[src/hdl/assert_macros.svh]
// assertion helpers shared by the rtl files
`ifndef ASSERT_MACROS_SVH
`define ASSERT_MACROS_SVH

// clocked property, disabled while reset is asserted
`define ASSERT_PROP(label, clk, rst_n, prop, msg) \
    label: assert property (@(posedge clk) disable iff (!(rst_n)) (prop)) else $error(msg);

// clocked property checked also during reset
`define ASSERT_ALWAYS(label, clk, prop, msg) \
    label: assert property (@(posedge clk) (prop)) else $error(msg);

`endif

[src/hdl/wsi_pkg.sv]
// ----------------------------------------------------------------------------
// wsi_pkg
// shared types, constants and helpers of the wheel spin integrator
// ----------------------------------------------------------------------------
package wsi_pkg;

    // fixed-point layout
    localparam int DATA_W    = 32;
    localparam int FRAC_BITS = 16;
    localparam int CFG_W     = 31;
    localparam int TS_W      = 24;
    localparam int BRAKE_W   = 33;
    localparam int NET_W     = 49;
    localparam int ROLL_W    = 49;
    localparam int NEXT_W    = 54;

    // restoring divider geometry
    localparam int DIV_STEPS = 50;
    localparam int DIV_NUM_W = 64;
    localparam int DIV_REM_W = 32;

    // near-zero threshold, 1e-4 in q16.16
    localparam logic signed [DATA_W-1:0] EPS_RAW = 32'sd7;

    // configuration register indexes
    typedef enum logic [1:0] {
        CFG_RADIUS    = 2'd0,
        CFG_INERTIA   = 2'd1,
        CFG_TIME_STEP = 2'd2
    } t_cfg_idx;

    typedef struct packed {
        logic signed [DATA_W-1:0] spin_rate;
        logic signed [DATA_W-1:0] road_speed;
        logic signed [DATA_W-1:0] drive_torque;
        logic signed [DATA_W-1:0] service_brake_torque;
        logic signed [DATA_W-1:0] park_brake_torque;
        logic signed [DATA_W-1:0] tire_force;
    } t_in;

    typedef struct packed {
        logic signed [DATA_W-1:0] next_spin_rate;
        logic                     wheel_locked;
    } t_out;

    // per-item values carried alongside the dividers
    typedef struct packed {
        logic signed [DATA_W-1:0] w;
        logic signed [DATA_W-1:0] td;
        logic [BRAKE_W-1:0]       brake;
        logic                     dir_pos;
        logic                     dir_neg;
        logic                     lockst;
        logic                     net_neg;
        logic                     v_neg;
        logic                     ovf;
    } t_side;

    // one lane of the restoring divider
    typedef struct packed {
        logic [DIV_REM_W-1:0] rem;
        logic [DIV_STEPS-1:0] low;
        logic [DIV_STEPS-1:0] quo;
    } t_div_lane;

    function automatic logic near_zero(logic signed [DATA_W-1:0] x);
        return (x >= -EPS_RAW) && (x <= EPS_RAW);
    endfunction

    // one quotient bit: shift in next numerator bit, subtract if it fits
    function automatic t_div_lane div_step(t_div_lane s, logic [CFG_W-1:0] d);
        logic [DIV_REM_W:0] t;
        logic               ge;
        t_div_lane          r;
        t     = {s.rem, s.low[DIV_STEPS-1]};
        ge    = t >= {2'b00, d};
        r.rem = ge ? DIV_REM_W'(t - {2'b00, d}) : t[DIV_REM_W-1:0];
        r.low = {s.low[DIV_STEPS-2:0], 1'b0};
        r.quo = {s.quo[DIV_STEPS-2:0], ge};
        return r;
    endfunction

endpackage

[src/hdl/wsi_resolve.sv]
// ----------------------------------------------------------------------------
// wsi_resolve
// euler update, lock and crossing rules, rolling-speed bound, saturation
// ----------------------------------------------------------------------------
`include "assert_macros.svh"

module wsi_resolve (
    input  logic                            i_clk,
    input  logic                            i_rst_n,
    input  logic                            i_en,
    input  logic                            i_valid,
    input  wsi_pkg::t_side                  i_side,
    input  logic [wsi_pkg::DIV_STEPS-1:0]   i_quo_roll,
    input  logic [wsi_pkg::DIV_STEPS-1:0]   i_quo_step,
    output logic                            o_valid,
    output wsi_pkg::t_out                   o_data
);
    import wsi_pkg::*;

    localparam logic signed [NEXT_W-1:0] MAX_V = NEXT_W'(64'sh7FFFFFFF);
    localparam logic signed [NEXT_W-1:0] MIN_V = -MAX_V - NEXT_W'(1);

    // stage 1: signed rolling speed and raw euler step
    logic                     r1_valid;
    t_side                    r1_side;
    logic signed [ROLL_W-1:0] r1_roll;
    logic signed [NEXT_W-1:0] r1_next;

    logic signed [ROLL_W-1:0] n1_roll;
    logic [DIV_STEPS:0]       dmag;
    logic signed [NEXT_W-1:0] wx1, dmx, n1_next;

    always_comb begin
        n1_roll = i_side.v_neg ? ROLL_W'(-$signed({1'b0, i_quo_roll}))
                               : ROLL_W'($signed({1'b0, i_quo_roll}));
        dmag    = i_side.ovf ? {1'b1, {DIV_STEPS{1'b0}}} : {1'b0, i_quo_step};
        wx1     = NEXT_W'(i_side.w);
        dmx     = $signed({3'd0, dmag});
        n1_next = i_side.net_neg ? (wx1 - dmx) : (wx1 + dmx);
    end

    // stage 2: brake lock and crossing rules
    logic                     r2_valid;
    logic                     r2_locked, r2_lockst;
    logic signed [DATA_W-1:0] r2_w, r2_td;
    logic signed [ROLL_W-1:0] r2_roll;
    logic signed [NEXT_W-1:0] r2_next;

    logic signed [NEXT_W-1:0] wx, rx, nx, n2_next;
    logic signed [33:0]       td34, br34;
    logic                     brake_nz, has_dir, w_pos, w_neg, n_pos, n_neg;
    logic                     td_ok, n2_locked, td_pos, td_neg;

    always_comb begin
        wx       = NEXT_W'(r1_side.w);
        rx       = NEXT_W'(r1_roll);
        nx       = r1_next;
        td34     = 34'(r1_side.td);
        br34     = $signed({1'b0, r1_side.brake});
        brake_nz = r1_side.brake != '0;
        has_dir  = r1_side.dir_pos || r1_side.dir_neg;
        w_pos    = (wx > 0);
        w_neg    = (wx < 0);
        n_pos    = (nx > 0);
        n_neg    = (nx < 0);
        td_pos   = (r1_side.td > 0);
        td_neg   = (r1_side.td < 0);
        td_ok    = r1_side.dir_pos ? (td34 <= br34) : (-td34 <= br34);
        n2_next  = nx;
        n2_locked = 1'b0;
        if (brake_nz && has_dir) begin
            // brakes stop the wheel instead of carrying it through zero
            if (td_ok && ((w_pos && n_neg) || (w_neg && n_pos)
                || (near_zero(r1_side.w) && (r1_side.dir_pos ? !n_pos : !n_neg)))) begin
                n2_next   = '0;
                n2_locked = 1'b1;
            end
            // brakes never carry the wheel past rolling speed
            if (r1_side.dir_pos) begin
                if (wx <= rx && n2_next > rx) n2_next = rx;
            end else begin
                if (wx >= rx && n2_next < rx) n2_next = rx;
            end
        end else if (!brake_nz) begin
            // drive against spin stops at zero
            if (((td_pos && w_neg) || (td_neg && w_pos)) &&
                ((w_pos && n_neg) || (w_neg && n_pos))) begin
                n2_next = '0;
            end
            if (td_pos) begin
                if (wx >= rx && n2_next < rx) n2_next = rx;
            end else if (td_neg) begin
                if (wx <= rx && n2_next > rx) n2_next = rx;
            end else begin
                if ((wx > rx && n2_next < rx) || (wx < rx && n2_next > rx)) n2_next = rx;
            end
        end
    end

    // stage 3: one-sided bound, saturation, standing lock override
    logic                     r3_valid;
    t_out                     r3_data;

    logic signed [NEXT_W-1:0] wx3, rx3, lim, nb;
    logic                     spin_up;
    t_out                     n3_data;

    always_comb begin
        wx3     = NEXT_W'(r2_w);
        rx3     = NEXT_W'(r2_roll);
        nb      = r2_next;
        spin_up = (rx3 >= 0) ? (r2_td > 0) : (r2_td < 0);
        lim     = '0;
        if (!spin_up) begin
            if (rx3 >= 0) begin
                lim = (wx3 > rx3) ? wx3 : rx3;
                if (nb > lim) nb = lim;
            end else begin
                lim = (wx3 < rx3) ? wx3 : rx3;
                if (nb < lim) nb = lim;
            end
        end
        if (nb > MAX_V) nb = MAX_V;
        if (nb < MIN_V) nb = MIN_V;
        if (r2_lockst) begin
            n3_data.next_spin_rate = '0;
            n3_data.wheel_locked   = 1'b1;
        end else begin
            n3_data.next_spin_rate = nb[DATA_W-1:0];
            n3_data.wheel_locked   = r2_locked;
        end
    end

    // valid chain
    always_ff @(posedge i_clk) begin
        if (!i_rst_n) begin
            r1_valid <= 1'b0;
            r2_valid <= 1'b0;
            r3_valid <= 1'b0;
        end else if (i_en) begin
            r1_valid <= i_valid;
            r2_valid <= r1_valid;
            r3_valid <= r2_valid;
        end
    end

    // payload registers
    always_ff @(posedge i_clk) begin
        if (i_en) begin
            r1_side   <= i_side;
            r1_roll   <= n1_roll;
            r1_next   <= n1_next;
            r2_locked <= n2_locked;
            r2_lockst <= r1_side.lockst;
            r2_w      <= r1_side.w;
            r2_td     <= r1_side.td;
            r2_roll   <= r1_roll;
            r2_next   <= n2_next;
            r3_data   <= n3_data;
        end
    end

    assign o_valid = r3_valid;
    assign o_data  = r3_data;

    `ASSERT_PROP(a_lock_zero, i_clk, i_rst_n, (r3_valid && r3_data.wheel_locked) |-> (r3_data.next_spin_rate == '0), "locked wheel with nonzero spin")

endmodule

[config.mk]
export PLATFORM = sky130hd
export DESIGN_NAME = wsi_resolve
export DESIGN_NICKNAME = d
export VERILOG_FILES = /design/src/hdl/wsi_pkg.sv /design/src/hdl/wsi_resolve.sv
export VERILOG_INCLUDE_DIRS = /design/src /design/src/hdl
export SDC_FILE = /design/constraint.sdc
export NUM_CORES = 2
export LEC_CHECK = 0
export ABC_CLOCK_PERIOD_IN_PS = 9800
export BUFFER_PORTS_ARGS = -buffer_cell sky130_fd_sc_hd__buf_2
export CORE_ASPECT_RATIO = 0.9
export CORE_MARGIN = 4
export CORE_UTILIZATION = 63
export CTS_BUF_LIST = sky130_fd_sc_hd__clkbuf_2
export DETAILED_ROUTE_END_ITERATION = 16
export PLACE_DENSITY_LB_ADDON = 0.2
export SETUP_SLACK_MARGIN = 0.05
export SLEW_MARGIN = 20
export SYNTH_ARGS = -nofsm -noshare
export SYNTH_HDL_FRONTEND = slang
export SYNTH_SLANG_ARGS = --single-unit
export TNS_END_PERCENT = 5
[constraint.sdc]
create_clock -name i_clk -period 9.8 [get_ports i_clk]
set_input_delay 1.47 -clock i_clk [delete_from_list [all_inputs] [get_ports i_clk]]
set_output_delay 1.47 -clock i_clk [all_outputs]
set_load 0.01 [all_outputs]
After elaboration in Yosys (flattened, before gate mapping). Cells that the tools add are included.

Multiplexer cells: 30. $add $sub $neg: 4. Reductions and logical operators: 24. Magnitude comparators: 27.

Operators by type and width (number): 54-bit 2-to-1 mux (23); 54-bit by 49-bit > comparator with 1-bit output (2); 54-bit by 49-bit less-than comparator with 1-bit output (2); 32-bit by 49-bit > comparator with 1-bit output (2); 32-bit by 49-bit less-than comparator with 1-bit output (2); 32-bit by 1-bit > comparator with 1-bit output (second input constant) (3); 32-bit by 1-bit less-than comparator with 1-bit output (second input constant) (3); 54-bit by 1-bit > comparator with 1-bit output (second input constant) (1); 54-bit by 32-bit > comparator with 1-bit output (second input constant) (1); 54-bit > comparator (1); 54-bit by 1-bit less-than comparator with 1-bit output (second input constant) (1); 54-bit by 32-bit less-than comparator with 1-bit output (second input constant) (1); 54-bit less-than comparator (1); 32-bit by 52-bit adder with 53-bit output (1); 32-bit by 52-bit subtractor with 53-bit output (1); 51-bit 2-to-1 mux (1); 32-bit by 49-bit greater-or-equal comparator with 1-bit output (1); 49-bit by 1-bit greater-or-equal comparator with 1-bit output (second input constant) (1); 32-bit by 49-bit less-or-equal comparator with 1-bit output (1); 49-bit 2-to-1 mux (1); 49-bit negator (1); 32-bit by 34-bit less-or-equal comparator with 1-bit output (1); 34-bit less-or-equal comparator (1); 32-bit negator with 34-bit output (1); other kinds (9) (31).

Register bits: 408. Bits of input ports: 207. Output and inout bits: 34. Logic and storage cells: 105.

Logic depth before layout (Yosys ltp).
Depth after elaboration: 15. Depth in mapped cells: 39. Depth with buffers taken out: 35.

Worst setup path before layout. No wires, ideal clock.

Kind: flip-flop to flip-flop. Start: reg r1_side[41] (netlist bit). End: reg r2_next[38] (data pin). Setup time: 256 ps. Path buffers: 4. Setup slack: 1696 ps. Data required time: 9544 ps. Cell stages (with the launch flop): 38. Data arrival time: 7847 ps. Clock period less this slack: 8104 ps. Cell sequence: edfxtp_1 > or4_1 > nor3_1 > nor4b_1 > nand2_1 > nor2_1 > nand2_1 > xor2_1 > ha_1 > a21o_1 > a21o_1 > a21o_1 > a21o_1 > a21o_1 > a21o_1 > a221o_1 > nand2_1 > a31o_2 > (+2 left out) > clkbuf_1 > and2_1 > ha_1 > a21o_1 > a21o_1 > a21o_1 > a21o_1 > a21o_1 > a21o_1 > a21oi_1 > o22ai_1 > nor4_1 > mux2i_1 > nor4_1 > a221o_1 > clkbuf_1 > clkbuf_1 > a22o_1.

Cells in the longest elaborated chain, start to end: 15. Elaborated cells on any way between the ends: 37. Those cells by class: add/sub: 1; order compare: 8; mux: 16; reduce/logical: 12.

RTL lines: start, declared (line wsi_resolve.sv:25) `t_side r1_side;`; start signal, assigned (line wsi_resolve.sv:150) `r1_side <= i_side;`; branches (longest 14 deep; another with 54-bit by 49-bit less-than comparator with 1-bit output); 54-bit 2-to-1 mux * (line wsi_resolve.sv:71) `if (brake_nz && has_dir) begin`; net n2_next[38] (line wsi_resolve.sv:49) `logic signed [NEXT_W-1:0] wx, rx, nx, n2_next;`; end signal, assigned (line wsi_resolve.sv:158) `r2_next <= n2_next;`; end, declared (line wsi_resolve.sv:47) `logic signed [NEXT_W-1:0] r2_next;`.

Mark *: on every way through the listed nets, which the timed path passes. The select of a mux whose other input is x is not followed. A chain may end at the register's enable or synchronous reset.

Final worst setup path.
Start: reg r1_side[41] (netlist bit). End: reg r2_next[15] (data pin).

The elaborated chain is that of the path after synthesis.

==> impl_metrics.toml <==
[logic_synthesis]
synth_adder_area_share_pct = 17.04
ys_ff_latch = 406
syn-cell-area_um2 = 31610
async_flop_share_pct = 0
ys.warnings.count = 0
synth-xor-area-share_pct = 4.101
synthFlopType = "edfxtp_1"
synth_compound_gate_area_share_pct = 19.23
yosysSeqAreaShare_pct = 38.48
avgSynthCellArea_um2 = 9.927
yosys.area_share.simple_pct = 15.52
synth.distinct_cells = 86
synthMuxAreaShare_pct = 1.659
synth_top_family_by_area = "compound AO/OA/AOI/OAI gates"
synthCells = 3184
synth-edff-count = 403
syn-num-nets = 3821

[cells_and_area]
drive_above_1_share_pct = 14.26
fillers = 3789
final_cell_area_um2 = 34400
area_growth_pct = 8.835
finalNetCount = 4093

[floorplanning]
core.rowCount = 77
die-area_um2 = 53830
ios = 241
die_w_um = 244.1
initial_utilization_pct = 64.08
die_y_um = 220.5
core_area_um2 = 49330

[route]
firstDrtPassIters = 6
num_vias = 27220
ant_nets = 0
wl_per_cell_um = 22.00
via_per_inst = 6.479
drc = 0
routed_wirelength_mm = 92.45
drt-initial-drc-count = 2845

[hold_path]
hp-class = "reg2reg"
worstHoldStart = "r1_side[3]$_DFFE_PP_"

[timing]
min_period_ps = 9291
hold_viol = 0
relSlewSlack_pct = 31.96
worst_slew_pin_slew_ps = 1021
clock_skew_ps = 115.9
setup_viol = 0
fmax_mhz = 107.6
rsz0062_at_grt = "false"
fin_crit_sh_pct = 94.80
setup_tns_ps = 0
drv_slew = 0

[global_route]
grt.total_usage_pct = 33.36
overflow = 0
grt_pass1_wl_mm = 141.1
antenna_found_initial = 6
grt_pass1_vias = 25750
grt_max_degree = 173

[placement]
gp_congestion = 1.026
io_buffers = 239
dpl_cell_area_um2 = 33520
dp_hpwl_mm = 73.80

[pwr]
peakVddDrop_v = 0.0001238
p_leak_nw = 15.12
power_density_nw_per_um2 = 176.7

[status]
status = "finished clean"

[worst_setup_path]
crit_path_end_kind = "flop"
start_kind = "flop"
worstPathArrival_ps = 10040
cpMaxStageDelayCell = "or4_1"
rr_startpoint = "r1_side[41]$_DFFE_PP_"
critPathMaxStageDelay_ps = 620
crit_path_max_fanout = 48
critical_path_class = "reg2reg"
crit_path_frequent_cell = "a21o_1"
required_ps = 10550
crit_start = "r1_side[41]$_DFFE_PP_"

[clock_network]
cts.sinks = 406
htree_levels = 3
clkSlewWorstSetupHoldPaths_ps = 120
clk_latency_ps = 1100
post-cts-setup-buffers = 0
cts_max_path_buffers = 3
cts.root.buffer_cell = "clkbuf_2"
cts_buffers = 97
cts_tree = "done"

[run]
drv_cap = 0
[final timing paths]
check                                to  slack, ps  cells past startpoint
hold / removal      r2_lockst$_DFFE_PP_        450                      0
setup / recovery  r2_next[15]$_DFFE_PP_        510                     35
hold reg to reg     r2_lockst$_DFFE_PP_        450                      0
setup reg to reg  r2_next[15]$_DFFE_PP_        510                     35
[synth_stat cells (12+ instances only)]
| cell type | count | area share [%] |
|---|---|---|
| ha_1 | 429 | 17 |
| edfxtp_1 | 403 | 38 |
| a21oi_1 | 259 | 4.1 |
| nor2_1 | 244 | 2.9 |
| inv_1 | 213 | 2.5 |
| a21o_1 | 157 | 3.7 |
| nand2_1 | 152 | 1.8 |
| o21ai_0 | 119 | 1.9 |
| and2_1 | 107 | 2.1 |
| nand4_1 | 104 | 2.1 |
| xnor2_1 | 103 | 2.9 |
| clkbuf_1 | 74 | 0.88 |
| nor3_1 | 66 | 1.0 |
| nor4_1 | 59 | 1.2 |
| mux2i_1 | 49 | 1.6 |
| a22o_1 | 48 | 1.3 |
| nand3_1 | 46 | 0.73 |
| nor2b_1 | 46 | 0.91 |
| o211ai_1 | 45 | 1.1 |
| o221ai_1 | 45 | 1.2 |
| xor2_1 | 45 | 1.2 |
| nand2b_1 | 32 | 0.63 |
| a21boi_2 | 30 | 1.1 |
| or3_1 | 22 | 0.44 |
| o21a_1 | 21 | 0.50 |
| o31ai_1 | 19 | 0.45 |
| a31oi_1 | 17 | 0.34 |
| or4_1 | 16 | 0.38 |
| a211oi_1 | 14 | 0.33 |
| or2_2 | 13 | 0.26 |
| and3_1 | 12 | 0.24 |
| o21bai_1 | 12 | 0.29 |
[placed cells by master (no fill, tap or decap), types with 9 or more instances in the layout]
master / count
nor2b_1: 46
o31ai_1: 19
o21a_1: 21
and3_1: 12
or3_1: 22
nand4_1: 104
clkinv_2: 10
a211oi_1: 14
a21boi_2: 30
xor2_1: 45
o21ai_0: 119
a22o_1: 48
nor3_1: 66
a21oi_1: 257
nand3_1: 45
nand2_1: 152
and4_1: 9
and2_1: 106
inv_1: 213
nor2_1: 243
nor4_1: 59
o2bb2ai_1: 9
buf_2: 238
mux2i_1: 49
buf_4: 32
o21bai_1: 12
nand2b_1: 32
o221ai_1: 45
or2_2: 13
o41ai_1: 10
xnor2_1: 103
or4_1: 16
edfxtp_1: 403
o211ai_1: 45
clkbuf_2: 137
ha_1: 429
a21o_1: 157
clkinv_1: 18
a31oi_1: 17
[critical path, delay by kind of cell (launching register included)]
family                   cells  cell delay, ps
buffers and inverters        3             870
XOR/XNOR                     1             160
flip-flops                   1             500
multiplexers                 1             410
AND/OR/NAND/NOR             12            3190
AO/OA/AOI/OAI               16            3240
adder cells (fa/ha/maj)      2             560
[repair_timing]
| item | CTS | global route |
|---|---|---|
| setup endpoints to repair | 0 | 53 |
| hold buffers | 0 | 0 |
| resized for setup | 0 | 2 |
[metrics by stage]
step | setup slack [ps] | instances | power [mW] | utilization [%] | hold slack (ps)
final | 509.4 | 4202 | 6.078 | 69.74 | 451.2
after global routing | 80.89 | 4201 | 6.473 | 69.74 | 434.2
after CTS | 401.8 | 4198 | 6.038 | 69.70 | 439.2
after detailed placement | 475.5 | 4028 | 4.945 | 67.95 | 446.9
after global placement | 777.2 | 4028 | 4.818 | 67.95 | 403.0
after floorplan | 1696 | 3184 | 4.160 | - | 400.3
[area by class of cell]
| class | count | area, µm² | share of cell area (%) |
|---|---|---|---|
| Clock buffer | 137 | 685.7 | 1.993 |
| Tap cell | 671 | 839.6 | 2.440 |
| Antenna cell | 4 | 10.01 | 0.02910 |
| Multi-Input combinational cell | 2464 | 18240 | 53.03 |
| Inverter | 214 | 803.3 | 2.335 |
| Timing Repair Buffer | 273 | 1478 | 4.295 |
| Clock inverter | 33 | 180.2 | 0.5237 |
| Sequential cell | 406 | 12160 | 35.35 |
[flip-flops by register name, summed over array words and instances (netlist names)]
name / cells
o_valid: 1
br34: 33
r1_valid: 1
nx: 53
r2_next: 53
r1_side: 67
r2_roll: 49
o_data: 33
r2_w: 32
r2_valid: 1
r2_lockst: 1
r2_td: 32
r2_locked: 1
r1_roll: 49
[logic make-up (layout without fill, tap and decap cells)]
logic type	after synthesis	after routing
muxes	52	52
DFF	406	406
AOI/OAI and AO/OA	885	885
other	0	4
and+or+nand+nor	949	949
adders and majority gates	430	430
xor gates and xnor gates	148	148
buffers and inverters	314	657
[routing by layer]
metal  wire length (µm)  part of all wire [%]  global-route usage [%]
met1              39790                    43                   48.84
met2              39570                    43                   50.53
met3              10240                    11                   5.998
met4               2851                   3.1                   11.13
met5                  7                0.0076                       0
[where the power goes]
part           switching [mW]  internal [mW]
Sequential              0.303           2.20
Combinational            1.46           1.02
Clock                   0.685          0.408
Note: power is estimated with default switching activity, not from simulation.
